===== config.mk =====
export PLATFORM = sky130hd
export DESIGN_NAME = zoom_pointer_inverse_map
export DESIGN_NICKNAME = d
export VERILOG_FILES = /design/src/rtl/core/zpim_pkg.sv /design/src/rtl/core/zpim_axis.sv /design/src/rtl/core/zoom_pointer_inverse_map.sv
export SDC_FILE = /design/constraint.sdc
export NUM_CORES = 2
export LEC_CHECK = 0
export ABC_CLOCK_PERIOD_IN_PS = 18300
export BUFFER_PORTS_ARGS = -buffer_cell sky130_fd_sc_hd__buf_2
export CAP_MARGIN = 40
export CORE_MARGIN = 2
export CORE_UTILIZATION = 40
export DETAILED_ROUTE_END_ITERATION = 10
export PLACE_DENSITY_LB_ADDON = 0.12
export SLEW_MARGIN = 10
export SYNTH_ARGS = -nofsm -noshare
export SYNTH_HDL_FRONTEND = slang
export SYNTH_SLANG_ARGS = --single-unit

===== constraint.sdc =====
create_clock -name aclk -period 18.3 [get_ports aclk]
set_input_delay 3.66 -clock aclk [delete_from_list [all_inputs] [get_ports aclk]]
set_output_delay 3.66 -clock aclk [all_outputs]
set_load 0.01 [all_outputs]

===== src/rtl/core/zpim_pkg.sv =====
// ----------------------------------------------------------------------------
// zpim_pkg
// Shared types and constants for the zoom pointer inverse map block.
// ----------------------------------------------------------------------------
`default_nettype none

package zpim_pkg;

    localparam int COORD_W = 16;
    localparam int VIEW_W  = 12;
    localparam int ZOOM_W  = 19;
    localparam int SLOTS   = 4;
    localparam int ADDR_W  = 5;

    // message kinds
    localparam logic [1:0] OP_MOVE    = 2'd0;
    localparam logic [1:0] OP_PRESS   = 2'd1;
    localparam logic [1:0] OP_RELEASE = 2'd2;
    localparam logic [1:0] OP_NONE    = 2'd3;

    // register indexes (byte address / 4)
    localparam logic [2:0] REG_VIEW_LEFT   = 3'd0;
    localparam logic [2:0] REG_VIEW_TOP    = 3'd1;
    localparam logic [2:0] REG_VIEW_WIDTH  = 3'd2;
    localparam logic [2:0] REG_VIEW_HEIGHT = 3'd3;
    localparam logic [2:0] REG_INV_ZOOM    = 3'd4;
    localparam logic [2:0] REG_ZOOM_ACTIVE = 3'd5;

    localparam logic [VIEW_W-1:0] RST_VIEW_LEFT   = 12'd0;
    localparam logic [VIEW_W-1:0] RST_VIEW_TOP    = 12'd0;
    localparam logic [VIEW_W-1:0] RST_VIEW_WIDTH  = 12'd640;
    localparam logic [VIEW_W-1:0] RST_VIEW_HEIGHT = 12'd480;
    localparam logic [ZOOM_W-1:0] ZOOM_ONE        = 19'd65536;

    typedef struct packed {
        logic signed [COORD_W-1:0] coord;   // mapped coordinate, low bits
        logic                      in_src;  // source point inside span
        logic                      in_map;  // mapped point inside span
    } zpim_axis_res_t;

endpackage

`default_nettype wire


===== src/rtl/core/zpim_axis.sv =====
// ----------------------------------------------------------------------------
// zpim_axis
// One axis of the inverse zoom: maps a coordinate about the span center with
// round half away from zero, and checks source and result against the span.
// ----------------------------------------------------------------------------
`default_nettype none

module zpim_axis
    import zpim_pkg::*;
(
    input  wire logic signed [COORD_W-1:0] pos,
    input  wire logic        [VIEW_W-1:0]  org,
    input  wire logic        [VIEW_W-1:0]  len,
    input  wire logic        [ZOOM_W-1:0]  inv_zoom,
    output zpim_axis_res_t                 res
);

    logic        [13:0] c2;
    logic signed [17:0] d2;
    logic signed [37:0] prod;
    logic signed [38:0] num;
    logic        [38:0] mag;
    logic        [38:0] mag_rnd;
    logic        [21:0] rmag;
    logic signed [22:0] r;
    logic        [12:0] hi;
    logic signed [17:0] pos_e;
    logic signed [22:0] lo_r;
    logic signed [22:0] hi_r;

    always_comb begin
        c2      = {1'b0, org, 1'b0} + {2'b0, len};
        d2      = $signed({pos[COORD_W-1], pos, 1'b0}) - $signed({4'b0, c2});
        prod    = d2 * $signed({1'b0, inv_zoom});
        num     = {prod[37], prod} + $signed({9'b0, c2, 16'b0});
        mag     = num[38] ? 39'(-num) : 39'(num);
        mag_rnd = mag + 39'd65536;
        rmag    = mag_rnd[38:17];
        r       = num[38] ? -$signed({1'b0, rmag}) : $signed({1'b0, rmag});

        hi      = {1'b0, org} + {1'b0, len};
        pos_e   = {{2{pos[COORD_W-1]}}, pos};
        lo_r    = $signed({11'b0, org});
        hi_r    = $signed({10'b0, hi});

        res.coord  = r[COORD_W-1:0];
        res.in_src = (pos_e >= $signed({6'b0, org})) && (pos_e < $signed({5'b0, hi}));
        res.in_map = (r >= lo_r) && (r < hi_r);
    end

endmodule

`default_nettype wire


===== src/rtl/core/zoom_pointer_inverse_map.sv =====
// ----------------------------------------------------------------------------
// zoom_pointer_inverse_map
// Inverse zoom mapping of pointer requests with ring tracking per button.
// ----------------------------------------------------------------------------
//  channel  dir  tdata                    tuser
//  s_       in   pos_x[15:0] pos_y[31:16] op[1:0] button[3:2]
//  m_       out  out_x[15:0] out_y[31:16] mapped[0] drop[1]
//  apb      in   regs at 4*i: left, top, width, height, inv_zoom, zoom_active
//
//  One request per cycle while the result is not stalled; m_tvalid rises once an
//  accepted request has passed the input register and then the result register.
//  Input register feeds one multiply per axis, compares and the result
//  register; the press record is updated when a request moves to the result.
//  aresetn is synchronous, active low; clears valids, press records, regs.
//  A stalled result holds the input register; s_tready drops only then.
// ----------------------------------------------------------------------------
`default_nettype none

module zoom_pointer_inverse_map
    import zpim_pkg::*;
(
    input  wire logic              aclk,
    input  wire logic              aresetn,
    input  wire logic              s_tvalid,
    output logic                   s_tready,
    input  wire logic [31:0]       s_tdata,   // pos_x, pos_y
    input  wire logic [3:0]        s_tuser,   // op, button
    output logic                   m_tvalid,
    input  wire logic              m_tready,
    output logic [31:0]            m_tdata,   // out_x, out_y
    output logic [1:0]             m_tuser,   // mapped, drop
    input  wire logic              psel,
    input  wire logic              penable,
    input  wire logic              pwrite,
    input  wire logic [ADDR_W-1:0] paddr,
    input  wire logic [31:0]       pwdata,
    output logic [31:0]            prdata,
    output logic                   pready
);

    logic [VIEW_W-1:0] view_left_reg, view_top_reg, view_width_reg, view_height_reg;
    logic [ZOOM_W-1:0] inv_zoom_reg;
    logic              zoom_active_reg;
    logic [2:0]        reg_idx;
    logic              cfg_wr;

    logic              in_vld_reg;
    logic [1:0]        op_reg;
    logic [1:0]        button_reg;
    logic signed [COORD_W-1:0] x_reg, y_reg;

    logic              out_vld_reg;
    logic [31:0]       out_data_reg;
    logic [1:0]        out_user_reg;

    logic [SLOTS-1:0]  dropped_reg, dropped_next;

    logic              advance;
    logic              load_out;
    zpim_axis_res_t    ax, ay;
    logic              zoom_on, in_span, ring, mapped, drop;
    logic signed [COORD_W-1:0] ox, oy;

    assign pready  = 1'b1;
    assign reg_idx = paddr[ADDR_W-1:2];
    assign cfg_wr  = psel && penable && pwrite && pready;

    always_ff @(posedge aclk) begin
        if (!aresetn) begin
            view_left_reg   <= RST_VIEW_LEFT;
            view_top_reg    <= RST_VIEW_TOP;
            view_width_reg  <= RST_VIEW_WIDTH;
            view_height_reg <= RST_VIEW_HEIGHT;
            inv_zoom_reg    <= ZOOM_ONE;
            zoom_active_reg <= 1'b0;
        end else if (cfg_wr) begin
            case (reg_idx)
                REG_VIEW_LEFT:   view_left_reg   <= pwdata[VIEW_W-1:0];
                REG_VIEW_TOP:    view_top_reg    <= pwdata[VIEW_W-1:0];
                REG_VIEW_WIDTH:  view_width_reg  <= pwdata[VIEW_W-1:0];
                REG_VIEW_HEIGHT: view_height_reg <= pwdata[VIEW_W-1:0];
                REG_INV_ZOOM:    inv_zoom_reg    <= pwdata[ZOOM_W-1:0];
                REG_ZOOM_ACTIVE: zoom_active_reg <= pwdata[0];
                default: ;
            endcase
        end
    end

    always_comb begin
        case (reg_idx)
            REG_VIEW_LEFT:   prdata = {20'b0, view_left_reg};
            REG_VIEW_TOP:    prdata = {20'b0, view_top_reg};
            REG_VIEW_WIDTH:  prdata = {20'b0, view_width_reg};
            REG_VIEW_HEIGHT: prdata = {20'b0, view_height_reg};
            REG_INV_ZOOM:    prdata = {13'b0, inv_zoom_reg};
            REG_ZOOM_ACTIVE: prdata = {31'b0, zoom_active_reg};
            default:         prdata = 32'b0;
        endcase
    end

    // handshake
    assign advance  = !out_vld_reg || m_tready;
    assign s_tready = !in_vld_reg || advance;
    assign load_out = in_vld_reg && advance;

    always_ff @(posedge aclk) begin
        if (!aresetn) begin
            in_vld_reg <= 1'b0;
        end else if (s_tready) begin
            in_vld_reg <= s_tvalid;
        end
    end

    always_ff @(posedge aclk) begin
        if (s_tready && s_tvalid) begin
            op_reg     <= s_tuser[1:0];
            button_reg <= s_tuser[3:2];
            x_reg      <= s_tdata[15:0];
            y_reg      <= s_tdata[31:16];
        end
    end

    zpim_axis u_axis_x (
        .pos      (x_reg),
        .org      (view_left_reg),
        .len      (view_width_reg),
        .inv_zoom (inv_zoom_reg),
        .res      (ax)
    );

    zpim_axis u_axis_y (
        .pos      (y_reg),
        .org      (view_top_reg),
        .len      (view_height_reg),
        .inv_zoom (inv_zoom_reg),
        .res      (ay)
    );

    always_comb begin
        zoom_on = zoom_active_reg && (inv_zoom_reg != ZOOM_ONE) &&
                  (view_width_reg != '0) && (view_height_reg != '0);
        in_span = (op_reg != OP_NONE) && zoom_on && ax.in_src && ay.in_src;
        ring    = in_span && !(ax.in_map && ay.in_map);
        mapped  = in_span && ax.in_map && ay.in_map;
        ox      = mapped ? ax.coord : x_reg;
        oy      = mapped ? ay.coord : y_reg;

        dropped_next = dropped_reg;
        case (op_reg)
            OP_PRESS: begin
                drop = ring;
                dropped_next[button_reg] = ring;
            end
            OP_RELEASE: begin
                drop = dropped_reg[button_reg];
                dropped_next[button_reg] = 1'b0;
            end
            default: begin
                drop = 1'b0;
            end
        endcase
    end

    always_ff @(posedge aclk) begin
        if (!aresetn) begin
            dropped_reg <= '0;
            out_vld_reg <= 1'b0;
        end else begin
            if (load_out) begin
                dropped_reg <= dropped_next;
            end
            if (advance) begin
                out_vld_reg <= in_vld_reg;
            end
        end
    end

    always_ff @(posedge aclk) begin
        if (load_out) begin
            out_data_reg <= {oy, ox};
            out_user_reg <= {drop, mapped};
        end
    end

    assign m_tvalid = out_vld_reg;
    assign m_tdata  = out_data_reg;
    assign m_tuser  = out_user_reg;

`ifndef SYNTHESIS
    a_rst_clears_press: assert property (@(posedge aclk) disable iff (!aresetn)
        !$past(aresetn) |-> dropped_reg == '0)
        else $error("press record not cleared by reset");

    a_release_clears: assert property (@(posedge aclk) disable iff (!aresetn)
        (load_out && op_reg == OP_RELEASE) |=> !dropped_reg[$past(button_reg)])
        else $error("release left its press record set");

    a_ready_when_empty: assert property (@(posedge aclk) disable iff (!aresetn)
        !out_vld_reg |-> s_tready)
        else $error("input stalled with empty result register");
`endif

endmodule

`default_nettype wire


==> metrics <==
setup violators final 0; crit path capture type register; LEAKAGE roughly 21 nW; layout cells sized above 1 between 7 and 8%; top cells by area, synth fa_1, ha_1, inv_1, nand2_1, edfxtp_1; initial antenna violation count 0; vias in the first global route approximately 33000; # Post-CTS Setup Buffers 0; pin count of the biggest net entering global routing between 70 and 80; post-synth cell types 116; outcome complete, no violations; PortBufs 119; R2R Setup Slk 1140 ps; total power 3.89 mW; warnings from Yosys 0; Rows 117; total wire length 116000 µm; clk slew on worst S/H paths 60 ps; number of flip-flops in the largest register 32; most common library cells after synthesis inv_1, nand2_1, fa_1; core area 102000 µm²; number of synthesized flops with an enable pin 70; asr flop ratio synth 0%; most frequent CP cell fa_1; cells on worst reg2reg path 64; die width 324 µm; PnR worst setup slack 1140 ps; Resized cells post-CTS 0; final hold violations 0; Inserted Clock Buffers 25; clk sinks 144; Detailed Place HPWL ~96000 µm; Yosys top cell area share 28.3%; CTS root buf clkbuf_16; crit start category register; CP required 18540 ps; Slew Limit Fails 0; diodes inserted 0; register area share after synthesis 8.77%; reg-to-reg critical path startpoint view_width_reg[1]$_SDFFE_PN0P_; final clock skew 16.3 ps; Crit Path Max Fanout 26; Total Routing Usage GR 22.9%; Synth Cell Area 40900 µm²; prevailing post-synth register cell dfxtp_1; gr ovfl total 0; RR Endpoint m_tdata[1]$_DFFE_PP_; Die Ht 324 µm; DRT antenna net count 0; most frequent cell after synthesis inv_1; clk_lat worst skew 500 ps; initial core utilization 40.2%; maximum vdd drop about 0.12 mV; largest stage delay on the critical path 560 ps; Yosys reg bits 144; arrival time worst endpoint 17400 ps; Worst Hold Class reg2reg; GP Congestion 0.879; Final #Nets roughly 6000; die area about 100000 µm²; Max Cap Violations 0; setup_tns 0 ps; period utilisation layout 93.8%; Pwr Density 88.8 nW/µm²; Critical Path Source view_width_reg[1]$_SDFFE_PN0P_; Crit Path Category reg2reg; Worst slew margin 38.5%; # hold bufs at CTS 0; DP Worst Slack 1030 ps; CTS tree yes; Syn-to-layout area delta 7.08%; WL/cell 18.7 µm; Avg Synthesized Cell Area 8.50 µm²; vias 32900; boundary pin count 149; DRC 0; Worst Max-Slew Pin Slew 915 ps; TritonRoute pass-1 iters 5; global-route wire length before repair ~190000 µm; slowest stage cell, crit path a211oi_2; Iteration-0 DRC Markers ~1900; vias per cell approximately 5.3; fmax 58.3 MHz; H-Tree Depth 4; RSZ-0062 raised after global routing false; Synth area leader fa_1; CP endpoint m_tdata[1]$_DFFE_PP_; Period minus WS final 17160 ps; Syn Inst Count 4810; clk buf depth 3
## worst max-delay path: cells and delay by family (launching register included)
| kind | cells | cell delay, ps |
|---|---|---|
| fa+ha+maj | 14 | 5700 |
| compound gates | 23 | 4420 |
| simple gates | 10 | 2100 |
| xor+xnor | 5 | 1640 |
| mux | 4 | 1390 |
| buf+inv | 8 | 1040 |
| flops | 1 | 550 |
## where the power goes
group          switching, mW  total (mW)  internal, mW
clock network          0.150       0.398         0.247
logic                   1.97        3.13          1.15
registers             0.0110       0.360         0.349
total                   2.14        3.89          1.75
## logic make-up after synthesis
logic type | Yosys count | share of synthesized area (%)
mux | 92 | 2.70
xor+xnor | 197 | 4.27
simple gates | 1491 | 17.9
compound gates | 752 | 12.7
fa+ha+maj | 1081 | 43.7
other cells | 2 | 0.0184
buf+inv | 1051 | 9.94
flops | 144 | 8.77
## per-layer routing
metal | track usage [%] | vias to the layer above | wire [µm]
met5 | 0 | - | 0
met1 | 33.4 | 16500 | 56500
met4 | 4.48 | 0 | 2060
met3 | 1.21 | 74 | 3870
li1 | - | 15700 | -
met2 | 37.6 | 614 | 53800
## worst min path at each step
stage / end / depth (start not counted) / start
floorplan: zoom_active_reg$_SDFFE_PN0P_ / 2 / zoom_active_reg$_SDFFE_PN0P_
global placement: inv_zoom_reg[9]$_SDFFE_PN0P_ / 2 / inv_zoom_reg[9]$_SDFFE_PN0P_
detailed placement: inv_zoom_reg[9]$_SDFFE_PN0P_ / 2 / inv_zoom_reg[9]$_SDFFE_PN0P_
CTS: inv_zoom_reg[9]$_SDFFE_PN0P_ / 2 / inv_zoom_reg[9]$_SDFFE_PN0P_
global route: inv_zoom_reg[15]$_SDFFE_PN0P_ / 2 / inv_zoom_reg[15]$_SDFFE_PN0P_
finish: inv_zoom_reg[9]$_SDFFE_PN0P_ / 2 / inv_zoom_reg[9]$_SDFFE_PN0P_
## metrics by stage
step	instances	hold slack, ps	util (%)	area [µm²]
after global routing	6206	521	43.1	43800
after floorplan	4822	467	-	40900
after CTS	6206	470	43.1	43800
final	6206	467	43.1	43800
after detailed placement	6173	462	42.4	43100
after global placement	6161	453	42.3	42900
## cell usage in the layout, fill, tap and decap left out, drive strengths merged, types with 54 or more instances in the layout
cell type / count
inv: 817
nand2: 692
fa: 578
ha: 503
and2: 234
buf: 216
a21oi: 193
nor2: 160
xnor2: 148
o21ai: 115
dfxtp: 74
a21o: 71
edfxtp: 70
a21boi: 63
nor3: 61
mux2i: 54
## cell type report
cell class	count	area [µm²]
Clock inverter	5	22.5
Clock buffer	28	647
Inverter	818	3070
Timing Repair Buffer	216	1380
Fill cell	10400	57800
Multi-Input combinational cell	3627	33400
Sequential cell	144	3580
Tap cell	1368	1710
Power figures use the tool's default switching activity.
